===== src/sv/ssrc_pkg.sv =====
// shared types, opcodes, register map and arithmetic helpers of the servo slew ramp controller
`timescale 1ns / 1ps
`default_nettype none
package ssrc_pkg;

  localparam int unsigned MaxDeg = 180;
  localparam logic [7:0] MaxDegVal = 8'(MaxDeg);
  localparam logic [11:0] LevelBase = 12'd500;
  // 2000/180 scaled by 2^16 and rounded up, exact after truncation for angles 0..255
  localparam logic [27:0] LevelRecip = 28'd728178;

  localparam int unsigned CfgAddrW = 5;

  typedef enum logic [3:0] {
    OP_TICK       = 4'd0,
    OP_OPEN_VALUE = 4'd1,
    OP_OPEN_DEF   = 4'd2,
    OP_CLOSE      = 4'd3,
    OP_SHUT_OPEN  = 4'd4,
    OP_SHUT_CLOSE = 4'd5,
    OP_RAW_LEFT   = 4'd6,
    OP_RAW_SHUT   = 4'd7,
    OP_RAW_RIGHT  = 4'd8
  } op_t;

  typedef enum logic [2:0] {
    REG_LEFT_CLOSED  = 3'd0,
    REG_RIGHT_CLOSED = 3'd1,
    REG_OPEN_AMOUNT  = 3'd2,
    REG_SHUT_OPEN    = 3'd3,
    REG_SHUT_CLOSED  = 3'd4,
    REG_DOOR_STEP    = 3'd5,
    REG_SHUT_STEP    = 3'd6
  } reg_idx_t;

  typedef struct packed {
    logic [7:0]        left_closed_angle;
    logic [7:0]        right_closed_angle;
    logic signed [8:0] open_amount;
    logic [7:0]        shutter_open_angle;
    logic [7:0]        shutter_closed_angle;
    logic [7:0]        door_step_ticks;
    logic [7:0]        shutter_step_ticks;
  } cfg_t;

  typedef struct packed {
    logic [7:0] left_angle;
    logic [7:0] right_angle;
    logic [7:0] shutter_angle;
    logic       doors_busy;
    logic       shutter_busy;
  } status_t;

  // clamp a signed sum to 0..180
  function automatic logic [7:0] clamp_deg(input logic signed [10:0] v);
    logic [7:0] r;
    if (v < 0) begin
      r = 8'd0;
    end else if (v > $signed(11'(MaxDeg))) begin
      r = MaxDegVal;
    end else begin
      r = v[7:0];
    end
    return r;
  endfunction

  // clamp an unsigned register angle to 0..180
  function automatic logic [7:0] clamp_u8(input logic [7:0] v);
    return (v > MaxDegVal) ? MaxDegVal : v;
  endfunction

  // one degree toward target
  function automatic logic [7:0] toward(input logic [7:0] a, input logic [7:0] t);
    logic [7:0] r;
    if (a < t) begin
      r = a + 8'd1;
    end else if (a > t) begin
      r = a - 8'd1;
    end else begin
      r = a;
    end
    return r;
  endfunction

  // 500 + a*2000/180, truncated, by reciprocal multiply
  function automatic logic [11:0] level_of(input logic [7:0] a);
    logic [27:0] p;
    p = 28'(a) * LevelRecip;
    return LevelBase + p[27:16];
  endfunction

endpackage
`default_nettype wire


===== src/sv/ssrc_cfg.sv =====
// apb register file holding the controller settings
`timescale 1ns / 1ps
`default_nettype none
module ssrc_cfg (
  input  wire logic                           clk,
  input  wire logic                           rst_n,
  input  wire logic                           psel,
  input  wire logic                           penable,
  input  wire logic                           pwrite,
  input  wire logic [ssrc_pkg::CfgAddrW-1:0]  paddr,
  input  wire logic [31:0]                    pwdata,
  output logic      [31:0]                    prdata,
  output ssrc_pkg::cfg_t                      cfg
);

  ssrc_pkg::cfg_t cfg_r;
  ssrc_pkg::reg_idx_t idx;
  logic wr_en;

  assign idx   = ssrc_pkg::reg_idx_t'(paddr[ssrc_pkg::CfgAddrW-1:2]);
  assign wr_en = psel && penable && pwrite;
  assign cfg   = cfg_r;

  always_ff @(posedge clk) begin
    if (!rst_n) begin
      cfg_r.left_closed_angle    <= 8'd90;
      cfg_r.right_closed_angle   <= 8'd90;
      cfg_r.open_amount          <= 9'sd60;
      cfg_r.shutter_open_angle   <= 8'd100;
      cfg_r.shutter_closed_angle <= 8'd10;
      cfg_r.door_step_ticks      <= 8'd8;
      cfg_r.shutter_step_ticks   <= 8'd6;
    end else if (wr_en) begin
      case (idx)
        ssrc_pkg::REG_LEFT_CLOSED:  cfg_r.left_closed_angle    <= pwdata[7:0];
        ssrc_pkg::REG_RIGHT_CLOSED: cfg_r.right_closed_angle   <= pwdata[7:0];
        ssrc_pkg::REG_OPEN_AMOUNT:  cfg_r.open_amount          <= $signed(pwdata[8:0]);
        ssrc_pkg::REG_SHUT_OPEN:    cfg_r.shutter_open_angle   <= pwdata[7:0];
        ssrc_pkg::REG_SHUT_CLOSED:  cfg_r.shutter_closed_angle <= pwdata[7:0];
        ssrc_pkg::REG_DOOR_STEP:    cfg_r.door_step_ticks      <= pwdata[7:0];
        ssrc_pkg::REG_SHUT_STEP:    cfg_r.shutter_step_ticks   <= pwdata[7:0];
        default: ;
      endcase
    end
  end

  always_comb begin
    prdata = 32'd0;
    case (idx)
      ssrc_pkg::REG_LEFT_CLOSED:  prdata = 32'(cfg_r.left_closed_angle);
      ssrc_pkg::REG_RIGHT_CLOSED: prdata = 32'(cfg_r.right_closed_angle);
      ssrc_pkg::REG_OPEN_AMOUNT:  prdata = 32'(unsigned'(cfg_r.open_amount));
      ssrc_pkg::REG_SHUT_OPEN:    prdata = 32'(cfg_r.shutter_open_angle);
      ssrc_pkg::REG_SHUT_CLOSED:  prdata = 32'(cfg_r.shutter_closed_angle);
      ssrc_pkg::REG_DOOR_STEP:    prdata = 32'(cfg_r.door_step_ticks);
      ssrc_pkg::REG_SHUT_STEP:    prdata = 32'(cfg_r.shutter_step_ticks);
      default:                    prdata = 32'd0;
    endcase
  end

endmodule
`default_nettype wire


===== src/sv/ssrc_core.sv =====
// angle and target state with command decode and tick pacing
`timescale 1ns / 1ps
`default_nettype none
module ssrc_core (
  input  wire logic              clk,
  input  wire logic              rst_n,
  input  wire logic              accept,
  input  wire logic [3:0]        opcode,
  input  wire logic signed [9:0] value,
  input  wire ssrc_pkg::cfg_t    cfg,
  output ssrc_pkg::status_t      status
);

  logic [7:0] left_angle_r, right_angle_r, shutter_angle_r;
  logic [7:0] left_target_r, right_target_r, shutter_target_r;
  logic [7:0] door_cnt_r, shutter_cnt_r;

  logic [7:0] left_angle_nxt, right_angle_nxt, shutter_angle_nxt;
  logic [7:0] left_target_nxt, right_target_nxt, shutter_target_nxt;
  logic [7:0] door_cnt_nxt, shutter_cnt_nxt;

  logic signed [10:0] amount;
  logic [7:0] left_closed, right_closed;
  logic [7:0] door_n, shutter_n, door_inc, shutter_inc;
  logic doors_busy_now, shutter_busy_now;

  assign left_closed  = ssrc_pkg::clamp_u8(cfg.left_closed_angle);
  assign right_closed = ssrc_pkg::clamp_u8(cfg.right_closed_angle);
  assign door_n       = (cfg.door_step_ticks == 8'd0) ? 8'd1 : cfg.door_step_ticks;
  assign shutter_n    = (cfg.shutter_step_ticks == 8'd0) ? 8'd1 : cfg.shutter_step_ticks;
  assign door_inc     = door_cnt_r + 8'd1;
  assign shutter_inc  = shutter_cnt_r + 8'd1;
  assign doors_busy_now   = (left_angle_r != left_target_r) || (right_angle_r != right_target_r);
  assign shutter_busy_now = shutter_angle_r != shutter_target_r;

  // amount for the open commands, by value or by the configured default
  assign amount = (ssrc_pkg::op_t'(opcode) == ssrc_pkg::OP_OPEN_DEF) ?
                  11'(cfg.open_amount) : 11'(value);

  always_comb begin
    left_angle_nxt     = left_angle_r;
    right_angle_nxt    = right_angle_r;
    shutter_angle_nxt  = shutter_angle_r;
    left_target_nxt    = left_target_r;
    right_target_nxt   = right_target_r;
    shutter_target_nxt = shutter_target_r;
    door_cnt_nxt       = door_cnt_r;
    shutter_cnt_nxt    = shutter_cnt_r;
    case (ssrc_pkg::op_t'(opcode))
      ssrc_pkg::OP_TICK: begin
        if (doors_busy_now) begin
          if (door_inc >= door_n) begin
            left_angle_nxt  = ssrc_pkg::toward(left_angle_r, left_target_r);
            right_angle_nxt = ssrc_pkg::toward(right_angle_r, right_target_r);
            door_cnt_nxt    = 8'd0;
          end else begin
            door_cnt_nxt = door_inc;
          end
        end else begin
          door_cnt_nxt = 8'd0;
        end
        if (shutter_busy_now) begin
          if (shutter_inc >= shutter_n) begin
            shutter_angle_nxt = ssrc_pkg::toward(shutter_angle_r, shutter_target_r);
            shutter_cnt_nxt   = 8'd0;
          end else begin
            shutter_cnt_nxt = shutter_inc;
          end
        end else begin
          shutter_cnt_nxt = 8'd0;
        end
      end
      ssrc_pkg::OP_OPEN_VALUE, ssrc_pkg::OP_OPEN_DEF: begin
        left_target_nxt  = ssrc_pkg::clamp_deg(11'(left_closed) + amount);
        right_target_nxt = ssrc_pkg::clamp_deg(11'(right_closed) - amount);
      end
      ssrc_pkg::OP_CLOSE: begin
        left_target_nxt  = left_closed;
        right_target_nxt = right_closed;
      end
      ssrc_pkg::OP_SHUT_OPEN:  shutter_target_nxt = ssrc_pkg::clamp_u8(cfg.shutter_open_angle);
      ssrc_pkg::OP_SHUT_CLOSE: shutter_target_nxt = ssrc_pkg::clamp_u8(cfg.shutter_closed_angle);
      ssrc_pkg::OP_RAW_LEFT: begin
        left_target_nxt  = ssrc_pkg::clamp_deg(11'(value));
        right_target_nxt = right_angle_r;
      end
      ssrc_pkg::OP_RAW_SHUT: shutter_target_nxt = ssrc_pkg::clamp_deg(11'(value));
      ssrc_pkg::OP_RAW_RIGHT: begin
        right_target_nxt = ssrc_pkg::clamp_deg(11'(value));
        left_target_nxt  = left_angle_r;
      end
      default: ;
    endcase
  end

  always_ff @(posedge clk) begin
    if (!rst_n) begin
      left_angle_r     <= 8'd90;
      right_angle_r    <= 8'd90;
      shutter_angle_r  <= 8'd10;
      left_target_r    <= 8'd90;
      right_target_r   <= 8'd90;
      shutter_target_r <= 8'd10;
      door_cnt_r       <= 8'd0;
      shutter_cnt_r    <= 8'd0;
    end else if (accept) begin
      left_angle_r     <= left_angle_nxt;
      right_angle_r    <= right_angle_nxt;
      shutter_angle_r  <= shutter_angle_nxt;
      left_target_r    <= left_target_nxt;
      right_target_r   <= right_target_nxt;
      shutter_target_r <= shutter_target_nxt;
      door_cnt_r       <= door_cnt_nxt;
      shutter_cnt_r    <= shutter_cnt_nxt;
    end
  end

  always_comb begin
    status.left_angle    = left_angle_nxt;
    status.right_angle   = right_angle_nxt;
    status.shutter_angle = shutter_angle_nxt;
    status.doors_busy    = (left_angle_nxt != left_target_nxt) ||
                           (right_angle_nxt != right_target_nxt);
    status.shutter_busy  = shutter_angle_nxt != shutter_target_nxt;
  end

  a_left_range: assert property (@(posedge clk) disable iff (!rst_n)
    left_angle_r <= ssrc_pkg::MaxDegVal) else $error("left angle out of range");
  a_right_range: assert property (@(posedge clk) disable iff (!rst_n)
    right_angle_r <= ssrc_pkg::MaxDegVal) else $error("right angle out of range");
  a_shut_range: assert property (@(posedge clk) disable iff (!rst_n)
    shutter_angle_r <= ssrc_pkg::MaxDegVal) else $error("shutter angle out of range");
  a_move_on_tick: assert property (@(posedge clk) disable iff (!rst_n)
    accept && (ssrc_pkg::op_t'(opcode) != ssrc_pkg::OP_TICK) |=>
      $stable(left_angle_r) && $stable(right_angle_r) && $stable(shutter_angle_r))
    else $error("angle moved on a command other than tick");

endmodule
`default_nettype wire


===== src/sv/servo_slew_ramp_controller.sv =====
// top level of the three-channel servo slew ramp controller
`timescale 1ns / 1ps
`default_nettype none
// Three-servo slew ramp controller for a paired left/right door and a shutter. Every input
// transaction (a tick or a command) produces exactly one output transaction holding the PWM
// compare levels of all three servos after the update, plus door and shutter busy flags.
// Commands replace the targets at once; on each tick a busy group counts ticks and steps its
// angles one degree toward target every step_ticks ticks (zero counts as one). The block takes
// one transaction per cycle unless out_tready stalls: the state update and level multiply sit
// between the state and output registers, so throughput is one item per clock and out_tvalid
// rises in the cycle after accept. The output register lets a new input be accepted in the
// same cycle the waiting result is taken. The user writes settings over the apb port only
// while the stream is idle; the block does not enforce it. No clearing pass after reset.
module servo_slew_ramp_controller (
  input  wire logic        clk,
  input  wire logic        rst_n,
  // input stream
  input  wire logic        in_tvalid,
  output logic             in_tready,
  input  wire logic [15:0] in_tdata,   // [3:0] opcode, [13:4] value, [15:14] zero
  // result stream
  output logic             out_tvalid,
  input  wire logic        out_tready,
  output logic [39:0]      out_tdata,  // [11:0] left_level, [23:12] right_level,
                                       // [35:24] shutter_level, [36] doors_busy,
                                       // [37] shutter_busy, [39:38] zero
  // configuration
  input  wire logic                          cfg_psel,
  input  wire logic                          cfg_penable,
  input  wire logic                          cfg_pwrite,
  input  wire logic [ssrc_pkg::CfgAddrW-1:0] cfg_paddr,
  input  wire logic [31:0]                   cfg_pwdata,
  output logic      [31:0]                   cfg_prdata,
  output logic                               cfg_pready
);

  ssrc_pkg::cfg_t    cfg;
  ssrc_pkg::status_t status;

  logic        in_acc;
  logic        out_valid_r, out_valid_nxt;
  logic [11:0] left_level_r, right_level_r, shutter_level_r;
  logic        doors_busy_r, shutter_busy_r;

  assign cfg_pready = 1'b1;

  // result register frees up when empty or being taken this cycle
  assign in_tready = !out_valid_r || out_tready;
  assign in_acc    = in_tvalid && in_tready;

  ssrc_cfg u_cfg (
    .clk     (clk),
    .rst_n   (rst_n),
    .psel    (cfg_psel),
    .penable (cfg_penable),
    .pwrite  (cfg_pwrite),
    .paddr   (cfg_paddr),
    .pwdata  (cfg_pwdata),
    .prdata  (cfg_prdata),
    .cfg     (cfg)
  );

  ssrc_core u_core (
    .clk    (clk),
    .rst_n  (rst_n),
    .accept (in_acc),
    .opcode (in_tdata[3:0]),
    .value  ($signed(in_tdata[13:4])),
    .cfg    (cfg),
    .status (status)
  );

  assign out_valid_nxt = in_acc || (out_valid_r && !out_tready);

  always_ff @(posedge clk) begin
    if (!rst_n) begin
      out_valid_r <= 1'b0;
    end else begin
      out_valid_r <= out_valid_nxt;
    end
  end

  // payload, loaded with each accepted transaction
  always_ff @(posedge clk) begin
    if (in_acc) begin
      left_level_r    <= ssrc_pkg::level_of(status.left_angle);
      right_level_r   <= ssrc_pkg::level_of(status.right_angle);
      shutter_level_r <= ssrc_pkg::level_of(status.shutter_angle);
      doors_busy_r    <= status.doors_busy;
      shutter_busy_r  <= status.shutter_busy;
    end
  end

  assign out_tvalid = out_valid_r;
  assign out_tdata  = {2'b00, shutter_busy_r, doors_busy_r,
                       shutter_level_r, right_level_r, left_level_r};

  a_result_follows: assert property (@(posedge clk) disable iff (!rst_n)
    in_acc |=> out_valid_r) else $error("accepted transaction produced no result");
  a_no_overwrite: assert property (@(posedge clk) disable iff (!rst_n)
    out_valid_r && !out_tready |-> !in_acc) else $error("result overwritten while stalled");
  a_level_range: assert property (@(posedge clk) disable iff (!rst_n)
    out_valid_r |-> left_level_r <= 12'd2500 && right_level_r <= 12'd2500 &&
                    shutter_level_r <= 12'd2500) else $error("level out of range");

endmodule
`default_nettype wire

===== config.mk =====
export PLATFORM = sky130hd
export DESIGN_NAME = servo_slew_ramp_controller
export DESIGN_NICKNAME = d
export VERILOG_FILES = /design/src/sv/ssrc_pkg.sv /design/src/sv/ssrc_cfg.sv /design/src/sv/ssrc_core.sv /design/src/sv/servo_slew_ramp_controller.sv
export SDC_FILE = /design/constraint.sdc
export NUM_CORES = 1
export LEC_CHECK = 0
export BUFFER_PORTS_ARGS = -buffer_cell sky130_fd_sc_hd__buf_2
export CELL_PAD_IN_SITES_DETAIL_PLACEMENT = 1
export CELL_PAD_IN_SITES_GLOBAL_PLACEMENT = 1
export CORE_UTILIZATION = 39
export DETAILED_ROUTE_END_ITERATION = 16
export GPL_ROUTABILITY_DRIVEN = 0
export GPL_TIMING_DRIVEN = 0
export MAX_ROUTING_LAYER = met4
export PLACE_DENSITY = 0.79
export SKIP_LAST_GASP = 1
export SLEW_MARGIN = 20
export SYNTH_ARGS = -nofsm -noshare
export SYNTH_HDL_FRONTEND = slang
export SYNTH_SLANG_ARGS = --single-unit
export TNS_END_PERCENT = 30

===== constraint.sdc =====
create_clock -name clk -period 13.35 [get_ports clk]
set_input_delay 2.67 -clock clk [delete_from_list [all_inputs] [get_ports clk]]
set_output_delay 2.67 -clock clk [all_outputs]
set_load 0.05 [all_outputs]

==> key figures, run 1 <==
Worst setup path
  • CP Launch Type: input port
  • CP Data Required Time: between 10 and 15 ns
  • R2r startpoint: u_core.door_cnt_r[0]$_SDFFE_PN0P_
  • Critical Setup Path Class: in -> reg
  • CP Capture Type: flop
  • Worst-path fanout max: 9
  • Worst reg2reg path endpoint: left_level_r[10]$_DFFE_PP_
  • Reg2reg setup slack: roughly 3.6 ns
  • Worst path slowest cell: nor4_4
  • R2R depth: 34
  • Arr. time, crit path: about 11 ns
  • Crit-path max cell delay: roughly 0.7 ns

Min path
  • Hold Crit Start: u_core.left_target_r[5]$_SDFFE_PN0P_
  • Hold Path Depth: 2
  • Hold Path End: u_core.left_target_r[5]$_SDFFE_PN0P_
  • Min-delay worst type: reg -> reg

Route
  • Remaining DRCs: 0
  • Post-DR vias/cell: between 5 and 6
  • WL met2: about 28000 um
  • Final antenna-violating net count: 0
  • Routed len/inst: slightly below 20 um
  • WL final: about 56000 um
  • First DRT Iteration DRCs: ~910
  • Drt first pass iters: 6
  • Vias: about 16000
  • Top layer in use: met4
  • Met3 WL: about 2200 um
  • Wl on met1: 24700 um

Timing
  • Final period utilization: between 70% and 80%
  • Worst Tran Pin Value: roughly 1.1 ns
  • Min Tclk post-route: between 10 and 15 ns
  • Max Slew Vio Count: 0
  • Maximum clock rate: around 95 MHz
  • Setup TNS: 0 ns
  • Clock skew: around 0.015 ns
  • Worst rel slew slack: a little over a quarter
  • Final hold violation count: 0
  • Count of final setup violators: 0
  • Fin worst setup slack: approximately 2.8 ns
  • WHS: roughly 0.47 ns
  • Unrepaired setup endpoints after global routing: false

Synth
  • Mapped Cells: 2141
  • Ys Warns: 0
  • Yosys cell types: around 110
  • Mapped Avg Cell Area: ~8.4 um2
  • Seq/Total Area, Yosys: between 10% and 20%
  • Post-synthesis register bit count: 160
  • EDFF count, synth: 38
  • Post-synth ARST share: 0%
  • Mapped Area: between 0.015 and 0.02 mm2
  • Main flop type after synthesis: dfxtp_1

Pwr
  • Peak supply drop: 182 uV
  • Leak pwr: between 9 and 10 nW
  • Logic pwr share: roughly three fifths
  • Clk network pwr share: a little under a fifth
  • Sequential share of power: about 22%
  • Sw Share: around 47%
  • Cell-internal power: roughly 1.5 mW
  • PD cells: between 100 and 150 mW/mm2
  • Net Switching: ~1.3 mW

Layout
  • Finished Layout Cells: roughly 2900
  • Multi-input gate area: 0.0130 mm2
  • Total Nets Final: about 2600
  • Register area: approximately 0.0036 mm2
  • Layout cells sized above 1: 10.1%
  • Area growth syn-to-layout: 10.3%
  • Filler instances: roughly 5600
  • Final instance area: slightly below 0.02 mm2

Global routing
  • Global-route wire length before repair: 90100 um
  • Initial antenna violation count: 3
  • Largest net degree at the start of global routing: 48
  • GRT Total Usage: approximately a quarter
  • Vias in the first global route: between 15000 and 20000
  • GRT overflow: 0

Placement
  • Pre-CTS setup slack: approximately 2.4 ns
  • Port Buf Inserts: 77
  • Final HPWL DP: 46200 um
  • Placed Cells: 2844
  • Post-DP Area: between 0.015 and 0.02 mm2

Clocking
  • Worst-path clk slew: about 0.070 ns
  • Clock Sinks: 160
  • Cts bufs inserted: 17
  • Post-cts resize count: 0
  • CTS tree: done
  • Root Buffer: clkbuf_16
  • Post-CTS setup buffers: 0
  • Max Buffers Root-to-Sink: 2
  • Later-pin clock latency in the skew report: 0.47 ns
  • CTS Hold Bufs: 0
  • H-tree depth: 4

Die
  • Row count: about 80
  • Core box area: ~0.045 mm2
  • Die X: between 200 and 250 um
  • Die Height: 217 um
  • Die area: between 0.04 and 0.05 mm2
  • Starting Density: about two fifths
  • I/O pin total: between 100 and 150

Flow run
  • Max-Cap Viols: 0

Outcome
  • Run status: complete, no violations
## metal layers
metal | track usage, % | up-vias
met5 | - | -
met4 | 7.93 | 0
met3 | 3.48 | 106
met2 | 42.5 | 366
met1 | 30.2 | 8115
li1 | - | 7693
## cell type report
cell class | count | share of cell area [%]
Antenna cell | 3 | 0.0379
Buffer | 96 | 2.43
Tap cell | 600 | 3.79
Timing Repair Buffer | 79 | 1.99
Clock inverter | 15 | 0.827
Multi-Input combinational cell | 1644 | 65.7
Inverter | 265 | 5.02
Clock buffer | 17 | 2.15
Sequential cell | 160 | 18.1
## cells by family (layout without fill, tap and decap cells)
logic type                 after synthesis  in the layout  synth area share, %
xor gates and xnor gates               111            111                 5.76
adders and majority gates              325            325                 25.8
and+or+nand+nor                        619            619                 17.2
buffers and inverters                  361            472                 8.20
DFF                                    160            160                 19.9
muxes                                   70             70                 4.36
AOI/OAI and AO/OA                      493            493                 18.7
other                                    2             29               0.0418
## synthesized netlist by cell type (all sizes together) (39+ instances only)
cell    instances  area (um2)
mux2i          55         554
dfxtp         122        2440
o21ai         106         549
clkbuf         58         218
fa             76        1520
inv           264         991
a21o           39         293
nor2          175         667
xor2           39         342
nand2         177         664
a21oi         132         679
ha            249        3120
nand3          39         200
xnor2          72         694
## power groups by stage
| stage | sequential (mW) | clock [mW] | combinational, mW |
|---|---|---|---|
| finish | 0.627 | 0.514 | 1.67 |
| global route | 0.633 | 0.541 | 1.84 |
| CTS | 0.629 | 0.523 | 1.68 |
| detailed placement | 0.640 | 0 | 1.66 |
| global placement | 0.638 | 0 | 1.58 |
| floorplan | 0.811 | 0 | 1.10 |
## critical path, delay by kind of cell
family,cells,cell delay (ns)
buffers and inverters,7,1.01
AOI/OAI and AO/OA,8,1.83
adders and majority gates,6,2.57
and+or+nand+nor,6,2.02
xor gates and xnor gates,2,0.61
## registers in the layout, indices dropped and copies added, names as in the netlist
name / flops
left_level_r: 12
u_cfg.cfg: 57
u_core.shutter_angle_r: 8
shutter_busy_r: 1
u_core.shutter_cnt_r: 8
u_core.door_cnt_r: 8
right_level_r: 12
shutter_level_r: 12
out_tvalid: 1
u_core.right_target_r: 8
u_core.left_angle_r: 8
u_core.left_target_r: 8
doors_busy_r: 1
u_core.right_angle_r: 8
u_core.shutter_target_r: 8
## layout by cell type, fill, tap and decap left out, types with 28 or more instances in the layout
cell type,instances
a21o_1,39
a21oi_1,129
buf_2,83
buf_4,28
clkbuf_1,57
dfxtp_1,122
edfxtp_1,38
fa_1,76
ha_1,249
inv_1,263
mux2i_1,54
nand2_1,177
nand3_1,38
nor2_1,173
nor3_1,29
o211ai_1,31
o21ai_0,96
xnor2_1,65
xor2_1,39
## per-stage QoR
stage	total power, mW	util (%)
floorplan	1.91	-
global placement	2.22	42.3
detailed placement	2.30	42.4
CTS	2.83	43.7
global route	3.02	43.7
finish	2.82	43.7
## worst max path at each step
stage,from,endpoint,slack [ns],cells after the start
after detailed placement,in_tdata[3],left_level_r[10]$_DFFE_PP_,2.37,29
after floorplan,in_tdata[3],left_level_r[10]$_DFFE_PP_,3.63,29
after global placement,in_tdata[3],left_level_r[10]$_DFFE_PP_,2.48,29
final,in_tdata[3],left_level_r[10]$_DFFE_PP_,2.82,29
after CTS,in_tdata[3],left_level_r[10]$_DFFE_PP_,2.84,29
after global routing,in_tdata[3],left_level_r[10]$_DFFE_PP_,2.44,29
Power figures use the tool's default switching activity.
==> run 2, diff against run 1 <==
--- a/config.mk
+++ b/config.mk
@@ -5,6 +5,7 @@
 export SDC_FILE = /design/constraint.sdc
 export NUM_CORES = 1
 export LEC_CHECK = 0
+export ABC_AREA = 1
 export BUFFER_PORTS_ARGS = -buffer_cell sky130_fd_sc_hd__buf_2
 export CELL_PAD_IN_SITES_DETAIL_PLACEMENT = 1
 export CELL_PAD_IN_SITES_GLOBAL_PLACEMENT = 1
@@ -13,7 +14,7 @@
 export GPL_ROUTABILITY_DRIVEN = 0
 export GPL_TIMING_DRIVEN = 0
 export MAX_ROUTING_LAYER = met4
-export PLACE_DENSITY = 0.79
+export PLACE_DENSITY = 0.84
 export SKIP_LAST_GASP = 1
 export SLEW_MARGIN = 20
 export SYNTH_ARGS = -nofsm -noshare
==> constraint.sdc (replaced) <==
create_clock -name clk -period 8.77 [get_ports clk]
set_input_delay 1.754 -clock clk [delete_from_list [all_inputs] [get_ports clk]]
set_output_delay 1.754 -clock clk [all_outputs]
set_load 0.05 [all_outputs]
==> key figures, run 2 <==
Die
  • Die Height: 217 um (about the same)
  • Die area: 0.0471 mm2 (was 0.0470 mm2)
  • I/O pin total: 135 (unchanged)
  • Die X: 217 um (about the same)
  • Starting Density: 39.7% (was 39.6%)
  • Row count: 78 (unchanged)
  • Core box area: 0.0455 mm2 (was 0.0454 mm2)

Worst setup path
  • R2R depth: 35 (was 34)
  • Worst Path Buf+Inv: 6 (was 7)
  • R2r startpoint: u_core.door_cnt_r[0]$_SDFFE_PN0P_ (unchanged)
  • Reg2reg setup slack: 0.47 ns (was 3.64 ns)
  • Worst path slowest cell: fa_1 (was nor4_4)
  • Worst-path fanout max: 8 (was 9)
  • Critical path's top delay family: adder cells (unchanged)
  • Stages on worst setup path: 35 (was 29)
  • CP Launch Type: flop (was input port)
  • CP Data Required Time: 9.02 ns (was 13.55 ns)
  • Critical Setup Path Class: reg -> reg (was in -> reg)
  • Worst setup path startpoint: u_core.door_cnt_r[0]$_SDFFE_PN0P_ (was in_tdata[3])
  • Crit-path max cell delay: 0.56 ns (was 0.72 ns)
  • CP Capture Type: flop (unchanged)
  • Arr. time, crit path: 8.55 ns (was 10.73 ns)

Layout
  • Register area: 0.00358 mm2 (unchanged)
  • N_diodes: 0 (was 3)
  • Total Nets Final: 3017 (was 2648)
  • Filler instances: 5869 (was 5553)
  • Most common cell after layout, fill and taps aside: nand2_1 (was inv_1)
  • Most frequent cells in the layout: 471 x nand2_1, 442 x inv_1, 249 x ha_1, 202 x a21oi_1, 174 x o21ai_0 (was 263 x inv_1, 249 x ha_1, 177 x nand2_1, 173 x nor2_1, 129 x a21oi_1)
  • Max FFs per register: 57 (unchanged)
  • Multi-input gate area: 0.0125 mm2 (was 0.0130 mm2)
  • Area growth syn-to-layout: 10.8% (was 10.3%)
  • Finished Layout Cells: 3245 (was 2879)
  • Layout cells sized above 1: 9.98% (was 10.1%)

Route
  • WL met2: 29100 um (was 27500 um)
  • First DRT Iteration DRCs: 1045 (was 909)
  • Met3 WL: 2720 um (was 2180 um)
  • Vias: 17600 (was 16300)
  • Wl on met1: 26700 um (was 24700 um)
  • WL final: 60300 um (was 56100 um)
  • Routed len/inst: 18.6 um (was 19.5 um)
  • Drt first pass iters: 6 (unchanged)
  • Post-DR vias/cell: 5.41 (was 5.65)
  • Top layer in use: met4 (unchanged)
  • Remaining DRCs: 0 (unchanged)
  • Final antenna-violating net count: 0 (unchanged)

Timing
  • WHS: 0.477 ns (was 0.467 ns)
  • Clock skew: 0.0109 ns (was 0.0151 ns)
  • Min Tclk post-route: 8.30 ns
  • Maximum clock rate: 120 MHz
  • Setup TNS: 0 ns (unchanged)
  • Final period utilization: 94.7%
  • Worst rel slew slack: 30.3% (was 26.8%)
  • Fin worst setup slack: 0.468 ns (was 2.82 ns)
  • Worst Tran Pin Value: 1.04 ns (was 1.10 ns)
  • Count of final setup violators: 0 (unchanged)
  • Max Slew Vio Count: 0 (unchanged)
  • Final hold violation count: 0 (unchanged)
  • Unrepaired setup endpoints after global routing: true (was false)

Flow run
  • Max-Cap Viols: 0 (unchanged)

Synth
  • Mapped Area: 0.0180 mm2 (about the same)
  • Top-count cell post-synth: nand2_1 (was inv_1)
  • Mapped Cells: 2507 (was 2141)
  • Ranking of synthesized cells by area: ha_1 17%, dfxtp_1 14%, nand2_1 9.8% (was ha_1 17%, dfxtp_1 14%, fa_1 8.5%)
  • Most frequent cells after synthesis: 471 x nand2_1, 442 x inv_1, 249 x ha_1, 202 x a21oi_1, 175 x o21ai_0 (was 263 x inv_1, 249 x ha_1, 177 x nand2_1, 173 x nor2_1, 129 x a21oi_1)
  • Area share of the largest cell type after synthesis: 17.3% (about the same)
  • Ys Warns: 0 (unchanged)
  • Synth area leader: ha_1 (unchanged)
  • Post-synthesis register bit count: 160 (unchanged)
  • Yosys cell types: 65 (was 114)
  • Seq/Total Area, Yosys: 19.9% (about the same)
  • Post-synth ARST share: 0% (unchanged)
  • EDFF count, synth: 38 (unchanged)
  • Main flop type after synthesis: dfxtp_1 (unchanged)
  • Mapped Avg Cell Area: 7.20 um2 (was 8.40 um2)

Clocking
  • CTS Hold Bufs: 0 (unchanged)
  • Cts bufs inserted: 17 (unchanged)
  • Later-pin clock latency in the skew report: 0.50 ns (was 0.47 ns)
  • Worst-path clk slew: 0.08 ns (was 0.07 ns)
  • CTS tree: done (unchanged)
  • Post-CTS setup buffers: 0 (unchanged)
  • Max Buffers Root-to-Sink: 2 (unchanged)
  • Root Buffer: clkbuf_16 (unchanged)
  • Clock Sinks: 160 (unchanged)
  • H-tree depth: 4 (unchanged)

Global routing
  • Vias in the first global route: 18700 (was 17200)
  • Initial antenna violation count: 1 (was 3)
  • GRT Total Usage: 27.0% (was 24.9%)
  • Global-route wire length before repair: 98000 um (was 90100 um)
  • Largest net degree at the start of global routing: 47 (was 48)
  • GRT overflow: 0 (unchanged)

Placement
  • Port Buf Inserts: 81 (was 77)
  • Placed Cells: 3213 (was 2844)
  • Pre-CTS setup slack: -0.0330 ns (was 2.37 ns)
  • Final HPWL DP: 49200 um (was 46200 um)

Pwr
  • Final Total Pwr: 5.48 mW (was 2.82 mW)
  • Peak supply drop: 246 uV (was 182 uV)
  • Leak pwr: 10.2 nW (was 9.17 nW)
  • PD cells: 274 mW/mm2 (was 142 mW/mm2)

Outcome
  • Run status: complete, no violations (unchanged)

Min path
  • Hold Crit Start: u_core.right_target_r[4]$_SDFFE_PN1P_ (was u_core.left_target_r[5]$_SDFFE_PN0P_)
  • Min-delay worst type: reg -> reg (unchanged)
  • Hold Path Depth: 2 (unchanged)
-- run 2: cell types whose count changed after synthesis, moves of 54 or more --
| cell | previous run | this run |
|---|---|---|
| a21oi_1 | 129 | 202 |
| inv_1 | 263 | 442 |
| mux2i_1 | 54 | 0 |
| nand2_1 | 177 | 471 |
| nand3_1 | 38 | 108 |
| o21ai_0 | 96 | 175 |
-- run 2: worst min-delay path: stages (launching register included) --
cell and delay, ns:
dfxtp_1 0.33, a21oi_1 0.06, o21ai_0 0.06
-- run 2: path summary, 6_finish.rpt --
check | endpoint
worst max-delay path | left_level_r[10]$_DFFE_PP_
worst min-delay path | u_core.right_target_r[4]$_SDFFE_PN1P_
worst max register to register | left_level_r[10]$_DFFE_PP_
worst min register to register | u_core.right_target_r[4]$_SDFFE_PN1P_
-- run 2: metrics by stage --
stage	util [%]	instance area [um2]
finish	44.0	20000
global route	44.0	20000
CTS	43.9	20000
detailed placement	42.5	19300
global placement	42.4	19300
floorplan	-	18100
-- run 2: layer usage --
| metal | vias to the layer above | GRT usage, % |
|---|---|---|
| met3 | 109 | 3.17 |
| met5 | - | - |
| met1 | 8539 | 33.3 |
| met4 | 0 | 10.0 |
| met2 | 479 | 45.2 |
| li1 | 8443 | - |
-- run 2: power by group --
group / total, mW / leakage (nW) / internal [mW] / switching, mW
registers: 1.01 / 1.36 / 0.964 / 0.0438
logic: 3.62 / 8.50 / 1.16 / 2.46
clock network: 0.846 / 0.310 / 0.440 / 0.407
-- run 2: logic make-up after synthesis --
logic type,after synthesis,share of synthesized area (%)
other,2,0.0416
AOI/OAI and AO/OA,509,16.4
DFF,160,19.9
buffers and inverters,524,11.5
and+or+nand+nor,911,22.7
xor gates and xnor gates,76,3.77
adders and majority gates,325,25.7
-- run 2: layout make-up --
cell class	count	area share, %
Timing Repair Buffer	82	2.17
Sequential cell	160	17.9
Clock inverter	15	1.07
Clock buffer	17	2.13
Tap cell	600	3.76
Inverter	460	8.64
Buffer	64	1.76
Multi-Input combinational cell	1847	62.6
-- run 2: what timing repair did --
item                                    CTS  global route
gates resized for setup                   0             2
endpoints found under the hold margin     0             0
endpoints found under the setup margin    0             6
==> run 3, diff against run 2 <==
--- a/config.mk
+++ b/config.mk
@@ -14,7 +14,7 @@
 export GPL_ROUTABILITY_DRIVEN = 0
 export GPL_TIMING_DRIVEN = 0
 export MAX_ROUTING_LAYER = met4
-export PLACE_DENSITY = 0.84
+export PLACE_DENSITY = 0.81
 export SKIP_LAST_GASP = 1
 export SLEW_MARGIN = 20
 export SYNTH_ARGS = -nofsm -noshare
==> constraint.sdc (replaced) <==
create_clock -name clk -period 8.7 [get_ports clk]
set_input_delay 1.74 -clock clk [delete_from_list [all_inputs] [get_ports clk]]
set_output_delay 1.74 -clock clk [all_outputs]
set_load 0.05 [all_outputs]
==> key figures, run 3 (same netlist as run 2, synthesis figures left out) <==
Outcome
  • Run status: complete, no violations (unchanged)

Timing
  • Final period utilization: 94.5% (was 94.7%)
  • Clock skew: 0.0150 ns (was 0.0109 ns)
  • WHS: 0.478 ns (was 0.477 ns)
  • Unrepaired setup endpoints after global routing: true (unchanged)
  • Worst rel slew slack: 20.8% (was 30.3%)
  • Count of final setup violators: 0 (unchanged)
  • Final hold violation count: 0 (unchanged)
  • Fin worst setup slack: 0.475 ns (was 0.468 ns)
  • Max Slew Vio Count: 0 (unchanged)
  • Maximum clock rate: 122 MHz (was 120 MHz)
  • Min Tclk post-route: 8.23 ns (was 8.30 ns)
  • Worst Tran Pin Value: 1.18 ns (was 1.04 ns)

Layout
  • Most common cell after layout, fill and taps aside: nand2_1 (unchanged)
  • Most frequent cells in the layout: 471 x nand2_1, 442 x inv_1, 249 x ha_1, 202 x a21oi_1, 175 x o21ai_0 (was 471 x nand2_1, 442 x inv_1, 249 x ha_1, 202 x a21oi_1, 174 x o21ai_0)
  • Layout cells sized above 1: 9.94% (was 9.98%)
  • Final instance area: 0.0199 mm2 (was 0.0200 mm2)
  • Area growth syn-to-layout: 10.4% (was 10.8%)
  • Finished Layout Cells: 3245 (unchanged)
  • Max FFs per register: 57 (unchanged)
  • Filler instances: 5884 (was 5869)
  • Total Nets Final: 3017 (unchanged)
  • N_diodes: 0 (unchanged)

Placement
  • Post-DP Area: 0.0193 mm2 (unchanged)
  • Final HPWL DP: 49200 um (about the same)
  • Port Buf Inserts: 81 (unchanged)
  • Placed Cells: 3213 (unchanged)
  • Pre-CTS setup slack: -0.0417 ns (was -0.0330 ns)

Worst setup path
  • Cell mode on critical path: inv_1
  • Worst path slowest cell: xor2_1 (was fa_1)
  • Worst Path Buf+Inv: 6 (unchanged)
  • Arr. time, crit path: 8.46 ns (was 8.55 ns)
  • Critical path's top delay family: adder cells (unchanged)
  • CP Launch Type: flop (unchanged)
  • Worst-path fanout max: 9 (was 8)
  • CP Data Required Time: 8.94 ns (was 9.02 ns)
  • R2r startpoint: u_core.door_cnt_r[0]$_SDFFE_PN0P_ (unchanged)
  • Critical Setup Path Class: reg -> reg (unchanged)
  • CP Capture Type: flop (unchanged)
  • Worst setup path startpoint: u_core.door_cnt_r[0]$_SDFFE_PN0P_ (unchanged)
  • Crit-path max cell delay: 0.88 ns (was 0.56 ns)

Global routing
  • Initial antenna violation count: 0 (was 1)
  • Global-route wire length before repair: 97600 um (was 98000 um)
  • GRT overflow: 0 (unchanged)
  • Largest net degree at the start of global routing: 47 (unchanged)
  • GRT Total Usage: 26.8% (was 27.0%)
  • Vias in the first global route: 18700 (about the same)

Clocking
  • Clock Sinks: 160 (unchanged)
  • Post-cts resize count: 0 (unchanged)
  • Worst-path clk slew: 0.08 ns (about the same)
  • Max Buffers Root-to-Sink: 2 (unchanged)
  • CTS Hold Bufs: 0 (unchanged)
  • H-tree depth: 4 (unchanged)
  • Later-pin clock latency in the skew report: 0.49 ns (was 0.50 ns)
  • Root Buffer: clkbuf_16 (unchanged)
  • Post-CTS setup buffers: 0 (unchanged)
  • Cts bufs inserted: 17 (unchanged)
  • CTS tree: done (unchanged)

Min path
  • Min-delay worst type: reg -> reg (unchanged)
  • Hold Crit Start: u_core.left_target_r[6]$_SDFFE_PN1P_ (was u_core.right_target_r[4]$_SDFFE_PN1P_)

Die
  • Die area: 0.0471 mm2 (unchanged)
  • Die Height: 217 um (unchanged)
  • Core box area: 0.0455 mm2 (unchanged)
  • I/O pin total: 135 (unchanged)
  • Row count: 78 (unchanged)
  • Die X: 217 um (unchanged)
  • Starting Density: 39.7% (unchanged)

Pwr
  • PD cells: 274 mW/mm2 (about the same)
  • Leak pwr: 10.1 nW (was 10.2 nW)
  • Peak supply drop: 261 uV (was 246 uV)

Route
  • Routed len/inst: 18.4 um (was 18.6 um)
  • WL final: 59600 um (was 60300 um)
  • Post-DR vias/cell: 5.39 (was 5.41)
  • First DRT Iteration DRCs: 774 (was 1045)
  • Drt first pass iters: 5 (was 6)
  • Final antenna-violating net count: 0 (unchanged)
  • Vias: 17500 (was 17600)
  • Remaining DRCs: 0 (unchanged)

Flow run
  • Max-Cap Viols: 0 (unchanged)
## run 3: cell count changes in the layout (fill, tap and decap cells not counted), sizes merged
cell | before | now
clkinvlp | 0 | 1
inv | 466 | 463
bufinv | 2 | 0
clkbuf | 49 | 51
clkinv | 7 | 9
## run 3: final cells by class
class	instances	area (um2)	area share [%]
Multi-Input combinational cell	1847	12500	62.7
Sequential cell	160	3580	18.0
Inverter	460	1730	8.67
Tap cell	600	751	3.77
Clock buffer	19	453	2.27
Timing Repair Buffer	82	433	2.17
Buffer	64	352	1.76
Clock inverter	13	124	0.622
## run 3: stage by stage
stage	TNS [ns]	power [mW]	util, %
4_1_cts	0	5.49	43.8
6_report	0	5.46	43.8
3_3_place_gp	0	4.49	42.4
5_1_grt	-0.183	5.94	43.8
3_5_place_dp	-0.0762	4.67	42.5
2_1_floorplan	0	3.74	-
## run 3: final timing paths
| check | endpoint | slack, ns | cells past startpoint |
|---|---|---|---|
| setup / recovery | left_level_r[10]$_DFFE_PP_ | 0.47 | 35 |
| hold / removal | u_core.left_target_r[6]$_SDFFE_PN1P_ | 0.48 | 2 |
| setup reg to reg | left_level_r[10]$_DFFE_PP_ | 0.47 | 35 |
| hold reg to reg | u_core.left_target_r[6]$_SDFFE_PN1P_ | 0.48 | 2 |
## run 3: where the power goes
group,switching [mW],total [mW],internal (mW)
Combinational,2.50,3.68,1.17
Sequential,0.0437,1.02,0.972
Clock,0.380,0.772,0.391
## run 3: per-layer routing
metal,GRT usage (%),wire [um],up-vias
li1,-,-,8456
met1,33.7,27000,8543
met2,43.9,28300,385
met3,3.30,2490,116
met4,9.62,1790,0
met5,-,0,-
## run 3: tightest hold or removal path: cells and delay by family, from the launching register on
family,cells,cell delay (ns)
AOI/OAI and AO/OA,2,0.12
DFF,1,0.33
